$ cat config.mk
export PLATFORM = sky130hd
export DESIGN_NAME = translation_table_slot_pool_unit
export DESIGN_NICKNAME = d
export VERILOG_FILES = /design/src/hw/rtl/ttsp_pkg.sv /design/src/hw/rtl/ttsp_dp.sv /design/src/hw/rtl/ttsp_ctrl.sv /design/src/hw/rtl/translation_table_slot_pool_unit.sv
export VERILOG_INCLUDE_DIRS = /design/src /design/src/hw/rtl
export SDC_FILE = /design/constraint.sdc
export NUM_CORES = 1
export LEC_CHECK = 0
export ABC_CLOCK_PERIOD_IN_PS = 5100
export BUFFER_PORTS_ARGS = -buffer_cell sky130_fd_sc_hd__buf_4
export CORE_ASPECT_RATIO = 0.75
export CORE_MARGIN = 4
export CORE_UTILIZATION = 50
export CTS_BUF_LIST = sky130_fd_sc_hd__clkbuf_4
export DETAILED_ROUTE_END_ITERATION = 6
export GPL_TIMING_DRIVEN = 0
export PLACE_DENSITY = 0.77
export SLEW_MARGIN = 40
export SYNTH_ARGS = -nofsm -noshare
export SYNTH_HDL_FRONTEND = slang
export SYNTH_HIERARCHICAL = 1
export SYNTH_SLANG_ARGS = --single-unit
$ cat constraint.sdc
create_clock -name i_clk -period 5.1 [get_ports i_clk]
set_input_delay 0 -clock i_clk [delete_from_list [all_inputs] [get_ports i_clk]]
set_output_delay 0 -clock i_clk [all_outputs]
set_load 0.05 [all_outputs]
$ cat src/hw/rtl/translation_table_slot_pool_unit_macros.svh
// Assertion shorthands shared by the slot pool modules.
`ifndef TRANSLATION_TABLE_SLOT_POOL_UNIT_MACROS_SVH
`define TRANSLATION_TABLE_SLOT_POOL_UNIT_MACROS_SVH

// Same-cycle implication, disabled while reset is held.
`define TTSP_ASSERT_IMP(label, clk, rst_n, ante, cons) \
    label: assert property (@(posedge clk) disable iff (!rst_n) (ante) |-> (cons)) \
        else $error("slot pool assertion failed");

// Next-cycle implication, disabled while reset is held.
`define TTSP_ASSERT_NXT(label, clk, rst_n, ante, cons) \
    label: assert property (@(posedge clk) disable iff (!rst_n) (ante) |=> (cons)) \
        else $error("slot pool assertion failed");

`endif

$ cat src/hw/rtl/ttsp_pkg.sv
`default_nettype none

package ttsp_pkg;

    localparam int SLOT_COUNT  = 4;
    localparam int MAP_ID_BITS = 16;
    localparam int SLOT_W      = (SLOT_COUNT > 1) ? $clog2(SLOT_COUNT) : 1;
    localparam int CNT_W       = $clog2(SLOT_COUNT + 1);
    localparam int CMD_W       = 2;
    localparam int IDX_W       = 3;
    localparam int GRANT_W     = 2;
    localparam int EVMAP_W     = 16;

    localparam logic [CMD_W-1:0] CMD_LOAD    = 2'd0;
    localparam logic [CMD_W-1:0] CMD_RELEASE = 2'd1;
    localparam logic [CMD_W-1:0] CMD_LIGHT   = 2'd2;

    typedef struct packed {
        logic [CMD_W-1:0]       cmd;
        logic [MAP_ID_BITS-1:0] map_id;
        logic [IDX_W-1:0]       slot_index;
    } t_in_word;

    typedef struct packed {
        logic [GRANT_W-1:0] granted_slot;
        logic               was_hit;
        logic               needs_fill;
        logic               did_evict;
        logic [EVMAP_W-1:0] evicted_map;
        logic               fault;
    } t_out_word;

    // controller -> datapath
    typedef struct packed {
        logic take;
        logic scan_step;
        logic start_evict;
        logic evict_step;
        logic commit;
    } t_ctrl_cmd;

    // datapath -> controller
    typedef struct packed {
        logic do_scan;
        logic scan_last;
        logic need_evict;
        logic ev_free;
        logic ev_last;
        logic out_busy;
    } t_ctrl_stat;

    // round-robin successor, wraps at the pool size
    function automatic logic [SLOT_W-1:0] next_slot(input logic [SLOT_W-1:0] s);
        logic [SLOT_W-1:0] r;
        if (s == SLOT_W'(SLOT_COUNT - 1)) begin
            r = '0;
        end else begin
            r = s + SLOT_W'(1);
        end
        return r;
    endfunction

endpackage

`default_nettype wire

$ cat src/hw/rtl/ttsp_dp.sv
`default_nettype none

`include "translation_table_slot_pool_unit_macros.svh"

module ttsp_dp (
    input  wire                  i_clk,
    input  wire                  i_rst_n,
    input  ttsp_pkg::t_in_word   i_in_word,
    input  ttsp_pkg::t_ctrl_cmd  i_cmd,
    output ttsp_pkg::t_ctrl_stat o_stat,
    input  wire                  i_out_stall,
    output logic                 o_out_valid,
    output ttsp_pkg::t_out_word  o_out_word
);

    localparam int N  = ttsp_pkg::SLOT_COUNT;
    localparam int SW = ttsp_pkg::SLOT_W;
    localparam int CW = ttsp_pkg::CNT_W;
    localparam int MW = ttsp_pkg::MAP_ID_BITS;

    // slot state
    logic [N-1:0]  r_busy,   n_busy;
    logic [MW-1:0] r_map [N];
    logic [MW-1:0] n_map [N];
    logic [CW-1:0] r_filled, n_filled;
    logic [SW-1:0] r_ptr,    n_ptr;
    logic [MW-1:0] r_last,   n_last;

    // request context and scan bookkeeping
    ttsp_pkg::t_in_word r_req, n_req;
    logic [SW-1:0] r_cnt,       n_cnt;
    logic [SW-1:0] r_pos,       n_pos;
    logic          r_hit,       n_hit;
    logic [SW-1:0] r_hit_idx,   n_hit_idx;
    logic          r_empty,     n_empty;
    logic [SW-1:0] r_empty_idx, n_empty_idx;
    logic          r_ev_mode,   n_ev_mode;
    logic          r_ev_found,  n_ev_found;
    logic [SW-1:0] r_ev_idx,    n_ev_idx;

    // output register
    logic                r_out_valid, n_out_valid;
    ttsp_pkg::t_out_word r_out,       n_out;

    logic [SW-1:0] rel_idx;
    logic          idx_ok;

    assign rel_idx = r_req.slot_index[SW-1:0];
    assign idx_ok  = (r_req.slot_index < ttsp_pkg::IDX_W'(N));

    assign o_stat.do_scan    = (r_req.cmd == ttsp_pkg::CMD_LOAD) && (r_req.map_id != '0);
    assign o_stat.scan_last  = (r_cnt == SW'(N - 1));
    assign o_stat.need_evict = !r_hit && (r_filled >= CW'(N));
    assign o_stat.ev_free    = !r_busy[r_pos];
    assign o_stat.ev_last    = (r_cnt == SW'(N - 1));
    assign o_stat.out_busy   = r_out_valid && i_out_stall;

    assign o_out_valid = r_out_valid;
    assign o_out_word  = r_out;

    always_comb begin
        logic [SW-1:0] p;
        logic [CW-1:0] f1;
        logic [SW-1:0] ei;

        p  = r_ptr;
        f1 = r_filled;
        ei = r_ev_idx;

        n_busy      = r_busy;
        n_map       = r_map;
        n_filled    = r_filled;
        n_ptr       = r_ptr;
        n_last      = r_last;
        n_req       = r_req;
        n_cnt       = r_cnt;
        n_pos       = r_pos;
        n_hit       = r_hit;
        n_hit_idx   = r_hit_idx;
        n_empty     = r_empty;
        n_empty_idx = r_empty_idx;
        n_ev_mode   = r_ev_mode;
        n_ev_found  = r_ev_found;
        n_ev_idx    = r_ev_idx;
        n_out_valid = r_out_valid;
        n_out       = r_out;

        if (r_out_valid && !i_out_stall) begin
            n_out_valid = 1'b0;
        end

        if (i_cmd.take) begin
            n_req      = i_in_word;
            n_cnt      = '0;
            n_hit      = 1'b0;
            n_empty    = 1'b0;
            n_ev_mode  = 1'b0;
            n_ev_found = 1'b0;
        end

        // one slot per cycle: first holder of the map, first empty slot
        if (i_cmd.scan_step) begin
            if (!r_hit && (r_map[r_cnt] == r_req.map_id)) begin
                n_hit     = 1'b1;
                n_hit_idx = r_cnt;
            end
            if (!r_empty && !r_busy[r_cnt] && (r_map[r_cnt] == '0)) begin
                n_empty     = 1'b1;
                n_empty_idx = r_cnt;
            end
            n_cnt = r_cnt + SW'(1);
        end

        // step past the slot holding the last map placed by eviction
        if (i_cmd.start_evict) begin
            if (r_map[r_ptr] == r_last) begin
                p = ttsp_pkg::next_slot(r_ptr);
            end
            n_ptr     = p;
            n_pos     = p;
            n_cnt     = '0;
            n_ev_mode = 1'b1;
        end

        if (i_cmd.evict_step) begin
            if (!r_busy[r_pos]) begin
                n_ev_found = 1'b1;
                n_ev_idx   = r_pos;
            end else begin
                n_pos = ttsp_pkg::next_slot(r_pos);
                n_cnt = r_cnt + SW'(1);
            end
        end

        if (i_cmd.commit) begin
            n_out_valid = 1'b1;
            n_out       = '0;
            unique case (r_req.cmd)
                ttsp_pkg::CMD_LOAD: begin
                    if (r_req.map_id == '0) begin
                        n_out.fault = 1'b1;
                    end else if (r_hit) begin
                        n_busy[r_hit_idx]  = 1'b1;
                        n_out.granted_slot = ttsp_pkg::GRANT_W'(r_hit_idx);
                        n_out.was_hit      = 1'b1;
                    end else if (!r_ev_mode) begin
                        if (r_empty) begin
                            n_map[r_empty_idx]  = r_req.map_id;
                            n_busy[r_empty_idx] = 1'b1;
                            if (r_filled < CW'(N)) begin
                                n_filled = r_filled + CW'(1);
                            end
                            n_out.granted_slot = ttsp_pkg::GRANT_W'(r_empty_idx);
                            n_out.needs_fill   = 1'b1;
                        end else begin
                            n_out.fault = 1'b1;
                        end
                    end else if (r_ev_found) begin
                        if (r_map[ei] != '0) begin
                            n_out.did_evict   = 1'b1;
                            n_out.evicted_map = ttsp_pkg::EVMAP_W'(r_map[ei]);
                            if (r_filled != '0) begin
                                f1 = r_filled - CW'(1);
                            end
                        end
                        n_filled           = (f1 < CW'(N)) ? f1 + CW'(1) : f1;
                        n_map[ei]          = r_req.map_id;
                        n_busy[ei]         = 1'b1;
                        n_last             = r_req.map_id;
                        n_ptr              = ttsp_pkg::next_slot(r_ptr);
                        n_out.granted_slot = ttsp_pkg::GRANT_W'(ei);
                        n_out.needs_fill   = 1'b1;
                    end else begin
                        n_out.fault = 1'b1;
                    end
                end
                ttsp_pkg::CMD_RELEASE: begin
                    if (!idx_ok) begin
                        n_out.fault = 1'b1;
                    end else if (r_map[rel_idx] != '0) begin
                        n_out.did_evict   = 1'b1;
                        n_out.evicted_map = ttsp_pkg::EVMAP_W'(r_map[rel_idx]);
                        n_map[rel_idx]    = '0;
                        n_busy[rel_idx]   = 1'b0;
                        if (r_filled != '0) begin
                            n_filled = r_filled - CW'(1);
                        end
                    end
                end
                ttsp_pkg::CMD_LIGHT: begin
                    if (!idx_ok) begin
                        n_out.fault = 1'b1;
                    end else begin
                        n_busy[rel_idx] = 1'b0;
                    end
                end
                default: begin
                    n_out.fault = 1'b1;
                end
            endcase
        end
    end

    always_ff @(posedge i_clk) begin
        if (!i_rst_n) begin
            r_busy      <= '0;
            r_map       <= '{default: '0};
            r_filled    <= '0;
            r_ptr       <= '0;
            r_last      <= '0;
            r_out_valid <= 1'b0;
        end else begin
            r_busy      <= n_busy;
            r_map       <= n_map;
            r_filled    <= n_filled;
            r_ptr       <= n_ptr;
            r_last      <= n_last;
            r_out_valid <= n_out_valid;
        end
    end

    always_ff @(posedge i_clk) begin
        r_req       <= n_req;
        r_cnt       <= n_cnt;
        r_pos       <= n_pos;
        r_hit       <= n_hit;
        r_hit_idx   <= n_hit_idx;
        r_empty     <= n_empty;
        r_empty_idx <= n_empty_idx;
        r_ev_mode   <= n_ev_mode;
        r_ev_found  <= n_ev_found;
        r_ev_idx    <= n_ev_idx;
        r_out       <= n_out;
    end

    `TTSP_ASSERT_IMP(a_filled_in_range, i_clk, i_rst_n, 1'b1, r_filled <= CW'(N))
    `TTSP_ASSERT_IMP(a_no_commit_over_full_out, i_clk, i_rst_n, i_cmd.commit, !(r_out_valid && i_out_stall))

endmodule

`default_nettype wire

$ cat src/hw/rtl/ttsp_ctrl.sv
`default_nettype none

`include "translation_table_slot_pool_unit_macros.svh"

module ttsp_ctrl (
    input  wire                  i_clk,
    input  wire                  i_rst_n,
    input  wire                  i_in_valid,
    output logic                 o_in_stall,
    input  ttsp_pkg::t_ctrl_stat i_stat,
    output ttsp_pkg::t_ctrl_cmd  o_cmd
);

    localparam logic [2:0] ST_IDLE   = 3'd0;
    localparam logic [2:0] ST_SCAN   = 3'd1;
    localparam logic [2:0] ST_DECIDE = 3'd2;
    localparam logic [2:0] ST_EVICT  = 3'd3;
    localparam logic [2:0] ST_FINISH = 3'd4;

    logic [2:0] r_state, n_state;

    assign o_in_stall = (r_state != ST_IDLE);

    always_comb begin
        n_state = r_state;
        o_cmd   = '0;
        unique case (r_state)
            ST_IDLE: begin
                if (i_in_valid) begin
                    o_cmd.take = 1'b1;
                    n_state    = ST_SCAN;
                end
            end
            ST_SCAN: begin
                if (!i_stat.do_scan) begin
                    n_state = ST_FINISH;
                end else begin
                    o_cmd.scan_step = 1'b1;
                    if (i_stat.scan_last) begin
                        n_state = ST_DECIDE;
                    end
                end
            end
            ST_DECIDE: begin
                if (i_stat.need_evict) begin
                    o_cmd.start_evict = 1'b1;
                    n_state           = ST_EVICT;
                end else begin
                    n_state = ST_FINISH;
                end
            end
            ST_EVICT: begin
                o_cmd.evict_step = 1'b1;
                if (i_stat.ev_free || i_stat.ev_last) begin
                    n_state = ST_FINISH;
                end
            end
            ST_FINISH: begin
                if (!i_stat.out_busy) begin
                    o_cmd.commit = 1'b1;
                    n_state      = ST_IDLE;
                end
            end
            default: begin
                n_state = ST_IDLE;
            end
        endcase
    end

    always_ff @(posedge i_clk) begin
        if (!i_rst_n) begin
            r_state <= ST_IDLE;
        end else begin
            r_state <= n_state;
        end
    end

    `TTSP_ASSERT_NXT(a_commit_returns_idle, i_clk, i_rst_n, o_cmd.commit, r_state == ST_IDLE)
    `TTSP_ASSERT_IMP(a_evict_entry_needed, i_clk, i_rst_n, (r_state == ST_EVICT) && ($past(r_state) != ST_EVICT), $past(i_stat.need_evict))
    `TTSP_ASSERT_NXT(a_scan_end_decides, i_clk, i_rst_n, (r_state == ST_SCAN) && i_stat.do_scan && i_stat.scan_last, r_state == ST_DECIDE)

endmodule

`default_nettype wire

$ cat src/hw/rtl/translation_table_slot_pool_unit.sv
// Slot pool for address-map tables: tracks which map id each of the table
// slots holds and whether the slot is in use, and answers one word per request.
// Input channel (i_in_valid / o_in_stall / i_in_word): cmd selects load,
//   full release or light release; map_id names the map to load and
//   slot_index the slot to release. A word is taken only while idle.
// Output channel (o_out_valid / i_out_stall / o_out_word): exactly one word per
//   request: granted slot, hit, fill needed, eviction with the dropped map id,
//   and fault.
// Sequence, accept to the edge that raises o_out_valid: a release, a bad
//   command or a faulting load of map zero leaves the scan state unscanned
//   and commits; a load that hits or takes an empty slot runs the lookup
//   scan over every slot, then a decide step, then the commit; a load that
//   evicts adds the round-robin victim scan, visiting one slot per cycle,
//   before the commit. The block is free to take the next word on the
//   cycle after the result is registered.
// Receiver stall: the result sits in the output register until taken; a new
//   request is still accepted and worked on, and only its final commit waits
//   while the previous word is stalled.
// Reset (synchronous, active low): all slots empty and not busy, fill count,
//   round-robin pointer and last placed map cleared, output register empty.
`default_nettype none

module translation_table_slot_pool_unit (
    input  wire                 i_clk,
    input  wire                 i_rst_n,
    input  wire                 i_in_valid,
    output logic                o_in_stall,
    input  ttsp_pkg::t_in_word  i_in_word,
    output logic                o_out_valid,
    input  wire                 i_out_stall,
    output ttsp_pkg::t_out_word o_out_word
);

    ttsp_pkg::t_ctrl_cmd  ctrl_cmd;
    ttsp_pkg::t_ctrl_stat ctrl_stat;

    // sequencer: idle / lookup scan / decide / victim scan / commit
    ttsp_ctrl u_ctrl (
        .i_clk      (i_clk),
        .i_rst_n    (i_rst_n),
        .i_in_valid (i_in_valid),
        .o_in_stall (o_in_stall),
        .i_stat     (ctrl_stat),
        .o_cmd      (ctrl_cmd)
    );

    // slot table, counters, request context and output register
    ttsp_dp u_dp (
        .i_clk       (i_clk),
        .i_rst_n     (i_rst_n),
        .i_in_word   (i_in_word),
        .i_cmd       (ctrl_cmd),
        .o_stat      (ctrl_stat),
        .i_out_stall (i_out_stall),
        .o_out_valid (o_out_valid),
        .o_out_word  (o_out_word)
    );

endmodule

`default_nettype wire

==> results of run 1 <==
where the power goes:
group / internal [µW] / total (µW) / switching (µW)
combinational: 116 / 328 / 212
sequential: 1270 / 1310 / 38.0
clock: 249 / 689 / 439
total: 1640 / 2330 / 689
Yosys cell counts (2+ instances only):
library cell	instances
o211a_1	2
o22ai_1	5
and4_1	2
buf_1	9
a21boi_1	17
o221a_1	2
dfxtp_1	101
nand4_1	7
nand3_1	7
edfxtp_1	49
or4_1	4
a22o_1	16
xor2_1	9
o21ai_1	6
a21oi_1	14
xnor2_1	25
mux2i_1	8
a311oi_1	3
nor2_1	18
a32o_1	64
inv_2	3
a32oi_1	3
mux4_2	66
a21boi_2	4
buf_6	3
nor2b_1	14
and2_1	5
a21o_1	6
buf_2	10
nor3_1	6
nor4_1	17
o21ai_0	14
ha_1	13
inv_1	15
buf_4	5
a22oi_1	2
nand2_1	56
a221oi_1	2
nand2b_1	9
clkbuf_1	32
area by class of cell:
cell class,count,area [µm²],area share (%)
Buffer,60,283,3.06
Clock buffer,19,143,1.54
Clock inverter,13,106,1.15
Inverter,19,71.3,0.772
Multi-Input combinational cell,444,4260,46.1
Sequential cell,150,3490,37.8
Tap cell,205,256,2.78
Timing Repair Buffer,76,627,6.79
per-layer routing:
metal	wire (µm)	up-vias	share of wire [%]	GRT usage, %
met5	13	-	0.052	0
met4	491	2	2.0	8.16
met3	3710	48	15	11.9
met2	10500	452	42	38.0
met1	10200	3290	41	38.6
li1	-	2879	-	-
worst reg2reg max path, stage by stage, from the launching register on:
cell and delay [ns]:
edfxtp_1 0.51, buf_1 0.65, mux4_2 0.62, nor4_1 0.28, nand4_1 0.41, nor2b_1 0.30
xnor2_1 0.17, ha_1 0.27, nand2b_1 0.10, a21boi_1 0.07, o211a_1 0.22, a221oi_1 0.23
o21ai_1 0.10
stage by stage:
step / setup WS, ns / total power, µW
after floorplan: 1.41 / 1520
after global routing: 0.904 / 2420
after global placement: 0.406 / 1630
after CTS: 1.14 / 2330
after detailed placement: 1.19 / 1640
final: 1.06 / 2330
kinds of logic after synthesis:
| family | Yosys count | share of synthesized area [%] |
|---|---|---|
| AO/OA/AOI/OAI | 171 | 17.8 |
| AND/OR/NAND/NOR | 152 | 9.55 |
| flip-flops | 150 | 43.2 |
| buffers and inverters | 79 | 4.35 |
| multiplexers | 74 | 19.4 |
| XOR/XNOR | 34 | 3.68 |
| adder cells (fa/ha/maj) | 13 | 2.01 |
sequential cells by signal, indices dropped and copies added, names as in the netlist:
signal            flops
u_dp/o_out_valid      1
u_dp/r_ev_found       1
u_dp/r_ev_mode        1
u_dp/r_hit_idx        2
u_ctrl/r_state        3
u_dp/r_cnt            2
u_dp/r_ptr            2
u_dp/r_empty          1
u_dp/r_map           64
u_dp/r_empty_idx      2
u_dp/r_busy           4
u_dp/r_last          16
u_dp/r_hit            1
u_dp/r_pos            2
u_dp/r_req           21
u_dp/r_filled         3
u_dp/r_ev_idx         2
u_dp/o_out_word      22
path summary, 6_finish.rpt:
| check | start | endpoint | slack, ns |
|---|---|---|---|
| hold / removal | i_in_word[17] | u_dp/r_req[17]$_DFFE_PP_ | 0.14 |
| setup reg to reg | u_dp/r_ev_idx[1]$_DFFE_PP_ | u_dp/r_filled[1]$_SDFFE_PN0P_ | 1.06 |
| hold reg to reg | u_dp/r_last[10]$_SDFFE_PN0P_ | u_dp/r_last[10]$_SDFFE_PN0P_ | 0.48 |
| setup / recovery | u_dp/r_ev_idx[1]$_DFFE_PP_ | u_dp/r_filled[1]$_SDFFE_PN0P_ | 1.06 |
layout by cell type, fill, tap and decap left out, drive strengths merged, types with 15 or more instances in the layout:
master / Yosys / routed
dfxtp: 101 / 101
buf: 27 / 79
mux4: 66 / 66
a32o: 64 / 64
nand2: 56 / 56
clkbuf: 33 / 52
edfxtp: 49 / 49
xnor2: 25 / 25
dlygate4sd3: 0 / 24
inv: 18 / 22
a21boi: 21 / 21
o21ai: 20 / 20
nor2: 18 / 18
nor4: 17 / 17
a22o: 16 / 16
a21oi: 15 / 15
==> results.yml, run 1 <==
layout:
  final_area_um2: 9240
  fillers: 1311
  n_antenna_cell: 0
  fin_cells: 986
  area_delta_synth_final_pct: 14.3
  nets: 806
  final_util_pct: 59.5
  drive_above_1_share_pct: 23.7
logic_synthesis:
  synth_top_area_share_pct: 25.0
  synth_nets: 711
  synthArstFlopShare_pct: 0
  yosys.area.top_type: "dfxtp_1"
  synth-seq-cells: 150
  synth_ff_type: "dfxtp_1"
  syn_inst: 673
  ys_top_cells_by_area: "dfxtp_1 25%, mux4_2 18%, edfxtp_1 18%, a32o_1 7.9%, xnor2_1 2.7%"
  syn_area_um2: 8090
  yosys_warnings: 6
  synth_edf_count: 49
  syn_area_per_cell_um2: 12.0
  ys_seq_area_share_pct: 43.2
  synth_cell_types: 60
floorplan:
  start_util_pct: 52.1
  row_count: 39
  die_w_um: 155
  ioPinCount: 49
  dieArea_um2: 18300
  fp.dieH_um: 118
  core_area_um2: 15500
detailed_routing:
  remaining_drc_errors: 0
  firstDrtPassIters: 6
  via_per_inst: 6.77
  ant_nets: 0
  dr_total_vias: 6671
  post_drt_wl_per_cell_um: 25.3
  drtIter0Drc: 886
  finalWirelength_mm: 24.9
cts:
  clock-root-buffer: "clkbuf_4"
  numCtsBuffers: 17
  cts_tree: "done"
  clock_path_buffers: 2
  clk_latency_ns: 0.57
  cts_htree_levels: 4
  path_clk_slew_ns: 0.13
  cts_setup_buffers: 0
  post_cts_resized: 0
  cts_sinks: 150
  ctsHoldBuffers: 24
global_routing:
  grt_first_pass_wirelength_mm: 37.6
  track_usage_pct: 27.3
  grt-ovfl-total: 0
  grt_pass1_vias: 6351
  grt_antenna_before_repair: 1
  grt_max_degree: 24
sta:
  setup_tns_ns: 0
  fin_skew_ns: 0.0202
  fmax_mhz: 248
  period_minus_slack_ns: 4.04
  worst_hold_slack_ns: 0.137
  worstMarginPinSlew_ns: 0.868
  hold_viol: 0
  grt_setup_unrepaired: "no"
  slew_headroom_pct: 42.1
  finalMaxSlewViolations: 0
  fin_crit_sh_pct: 79.2
  setup_viol: 0
placement:
  gp_congestion: 1.02
  dpl.cell_count: 929
  dpl-instance-area_um2: 8730
  port_buffers: 48
  dpl.hpwl_mm: 18.2
critical_path:
  worstPathRequired_ns: 5.55
  cp_slowest_cell: "buf_1"
  cp_top_family: "simple AND/OR/NAND/NOR gates"
  arrival_ns: 4.49
  worstRegToRegCells: 12
  path_class: "flop to flop"
  critPathMaxFanout: 10
  crit_path_start_kind: "flop"
  cp.buffers_inverters: 1
  cp_num_cells: 12
  slowest_delay_ns: 0.65
  end_kind: "flop"
  path_cells: "buf_1 > mux4_2 > nor4_1 > nand4_1 > nor2b_1 > xnor2_1 > ha_1 > nand2b_1 > a21boi_1 > o211a_1 > a221oi_1 > o21ai_1"
run_status:
  status: "finished, final reports clean"
power_and_ir_drop:
  p_leak_uw: 0.00330
  p_per_area_nw_per_um2: 252
  peakVddDrop_uv: 266
job:
  maxCapViolCount: 0
min_path:
  min_path_type: "primary input to flop"
  holdPathStages: 2
Note: power is estimated with default switching activity, not from simulation.
==> inputs of run 2 (changes only) <==
ABC_CLOCK_PERIOD_IN_PS = 3700   (was 5100)
PLACE_DENSITY = 0.79   (was 0.77)
clock period = 3.7 ns   (was 5.1 ns; I/O delays follow)
==> results.yml, run 2 (synthesized netlist as in run 1, its figures left out) <==
run_status:
  status: "complete, but fails checks"
  violations: "DRC"
critical_path:
  r2r-start: "u_dp/r_req[0]$_DFFE_PP_"
  slowest_delay_ns: 0.55
  worstRegToRegCells: 10
  worstPathRequired_ns: 4.15
  regToRegSetupSlack_ns: 0.17
  r2r_end: "u_dp/r_map[44]$_SDFFE_PN0P_"
  crit_path_start_kind: "flop"
  path_class: "flop to flop"
  critPathMaxFanout: 10
  path_cells: "buf_1 > mux4_2 > nor4_1 > and4_1 > o21ai_1 > o211a_1 > nor2b_1 > clkbuf_1 > buf_2 > a32o_1"
  end_kind: "flop"
  cp_slowest_cell: "buf_1"
  arrival_ns: 3.99
sta:
  setup_tns_ns: 0
  fin_skew_ns: 0.0251
  slew_headroom_pct: 38.1
  hold_viol: 0
  setup_viol: 0
  fmax_mhz: 283
  worstMarginPinSlew_ns: 0.929
  finalMaxSlewViolations: 0
  fin_crit_sh_pct: 95.5
  period_minus_slack_ns: 3.53
  fin_ws_ns: 0.166
floorplan:
  dieArea_um2: 18300
  ioPinCount: 49
  row_count: 39
  core_area_um2: 15500
  die_w_um: 155
  fp.dieH_um: 118
  start_util_pct: 52.1
layout:
  nets: 806
  final_util_pct: 60.6
  area_delta_synth_final_pct: 16.3
  top_register: "u_dp/r_map"
  layout_commonest_cell: "dfxtp_1"
  largest_reg_flops: 64
  fin_cells: 986
  final_cell_mix: "101 x dfxtp_1, 66 x mux4_2, 64 x a32o_1, 56 x buf_4, 56 x nand2_1"
  n_antenna_cell: 0
  drive_above_1_share_pct: 24.7
cts:
  clock_path_buffers: 2
  cts_htree_levels: 4
  path_clk_slew_ns: 0.13
  clock-root-buffer: "clkbuf_4"
  numCtsBuffers: 17
  clk_latency_ns: 0.56
  cts_sinks: 150
  cts_tree: "done"
detailed_routing:
  via_per_inst: 6.84
  drtIter0Drc: 912
  post_drt_wl_per_cell_um: 26.9
  remaining_drc_errors: 12
  firstDrtPassIters: 7
  finalWirelength_mm: 26.5
  ant_nets: 0
  dr_total_vias: 6741
global_routing:
  grt_pass1_vias: 6555
  grt-ovfl-total: 0
  grt_first_pass_wirelength_mm: 39.5
  grt_max_degree: 24
  track_usage_pct: 29.2
  grt_antenna_before_repair: 0
min_path:
  holdPathStages: 2
  min_path_type: "primary input to flop"
  hold_start: "i_in_word[18]"
  min_to: "u_dp/r_req[18]$_DFFE_PP_"
placement:
  dpl.cell_count: 929
  port_buffers: 48
  gp_congestion: 0.934
  post-place-ws_ns: -0.247
  dpl.hpwl_mm: 18.8
power_and_ir_drop:
  p_per_area_nw_per_um2: 379
  p_leak_uw: 0.00339
  power.total_uw: 3560
  peakVddDrop_uv: 260
job:
  maxCapViolCount: 0
run 2: cell types whose count changed in the layout (fill, tap and decap cells not counted), sizes merged:
cell / before / now
clkbuf: 52 / 56
buf: 79 / 78
clkinvlp: 3 / 0
inv: 22 / 19
clkinv: 6 / 4
bufinv: 1 / 6
run 2: through the flow:
step,hold slack [ns],instance area [µm²]
floorplan,0.0989,8090
global placement,0.178,8700
detailed placement,0.179,8730
CTS,0.107,9340
global route,0.111,9400
finish,0.148,9400
run 2: repair_timing:
item	in CTS	in global routing
pin swaps	0	1
setup buffers	0	2
hold endpoints to repair	25	0
endpoints found under the setup margin	11	42
hold buffers	24	0
resized for setup	5	11
run 2: worst max path at each step:
stage	slack [ns]	to	startpoint
floorplan	0.01	u_dp/r_map[10]$_SDFFE_PN0P_	u_dp/o_out_valid$_SDFFE_PN0P_
global placement	-1.21	u_dp/r_map[44]$_SDFFE_PN0P_	u_ctrl/r_state[0]$_SDFFE_PN0P_
detailed placement	-0.25	u_dp/r_hit_idx[0]$_DFFE_PP_	u_dp/r_cnt[0]$_DFF_P_
CTS	0.007	u_dp/r_filled[1]$_SDFFE_PN0P_	u_dp/r_ev_idx[0]$_DFFE_PP_
global route	-0.006	u_dp/r_filled[1]$_SDFFE_PN0P_	u_dp/r_ev_idx[1]$_DFFE_PP_
finish	0.17	u_dp/r_map[44]$_SDFFE_PN0P_	u_dp/r_req[0]$_DFFE_PP_
run 2: where the power goes:
part / leakage (µW) / switching (µW) / internal, µW
sequential: 0.00129 / 55.4 / 1750
combinational: 0.00191 / 302 / 163
clock: 0.000195 / 583 / 706
run 2: layout make-up:
type / count / area (µm²)
fill: 1223 / 6120
multi-input combinational: 444 / 4290
sequential: 150 / 3490
timing repair buffer: 77 / 633
buffer: 59 / 295
tap: 205 / 256
clock inverter: 10 / 200
clock buffer: 22 / 165
inverter: 19 / 71.3
run 2: critical path, delay by kind of cell (launching register included):
family          cells  cell delay [ns]
flops               1             0.48
buf+inv             3             1.14
compound gates      3             0.57
simple gates        3             0.74
mux                 1             0.48
run 2: layer usage:
| metal | wire length (µm) | part of all wire, % | GRT usage (%) | up-vias |
|---|---|---|---|---|
| met4 | 758 | 2.9 | 10.9 | 0 |
| li1 | - | - | - | 2868 |
| met5 | 0 | 0 | 0 | - |
| met3 | 3580 | 14 | 11.9 | 57 |
| met1 | 10800 | 41 | 40.4 | 3360 |
| met2 | 11400 | 43 | 41.2 | 456 |
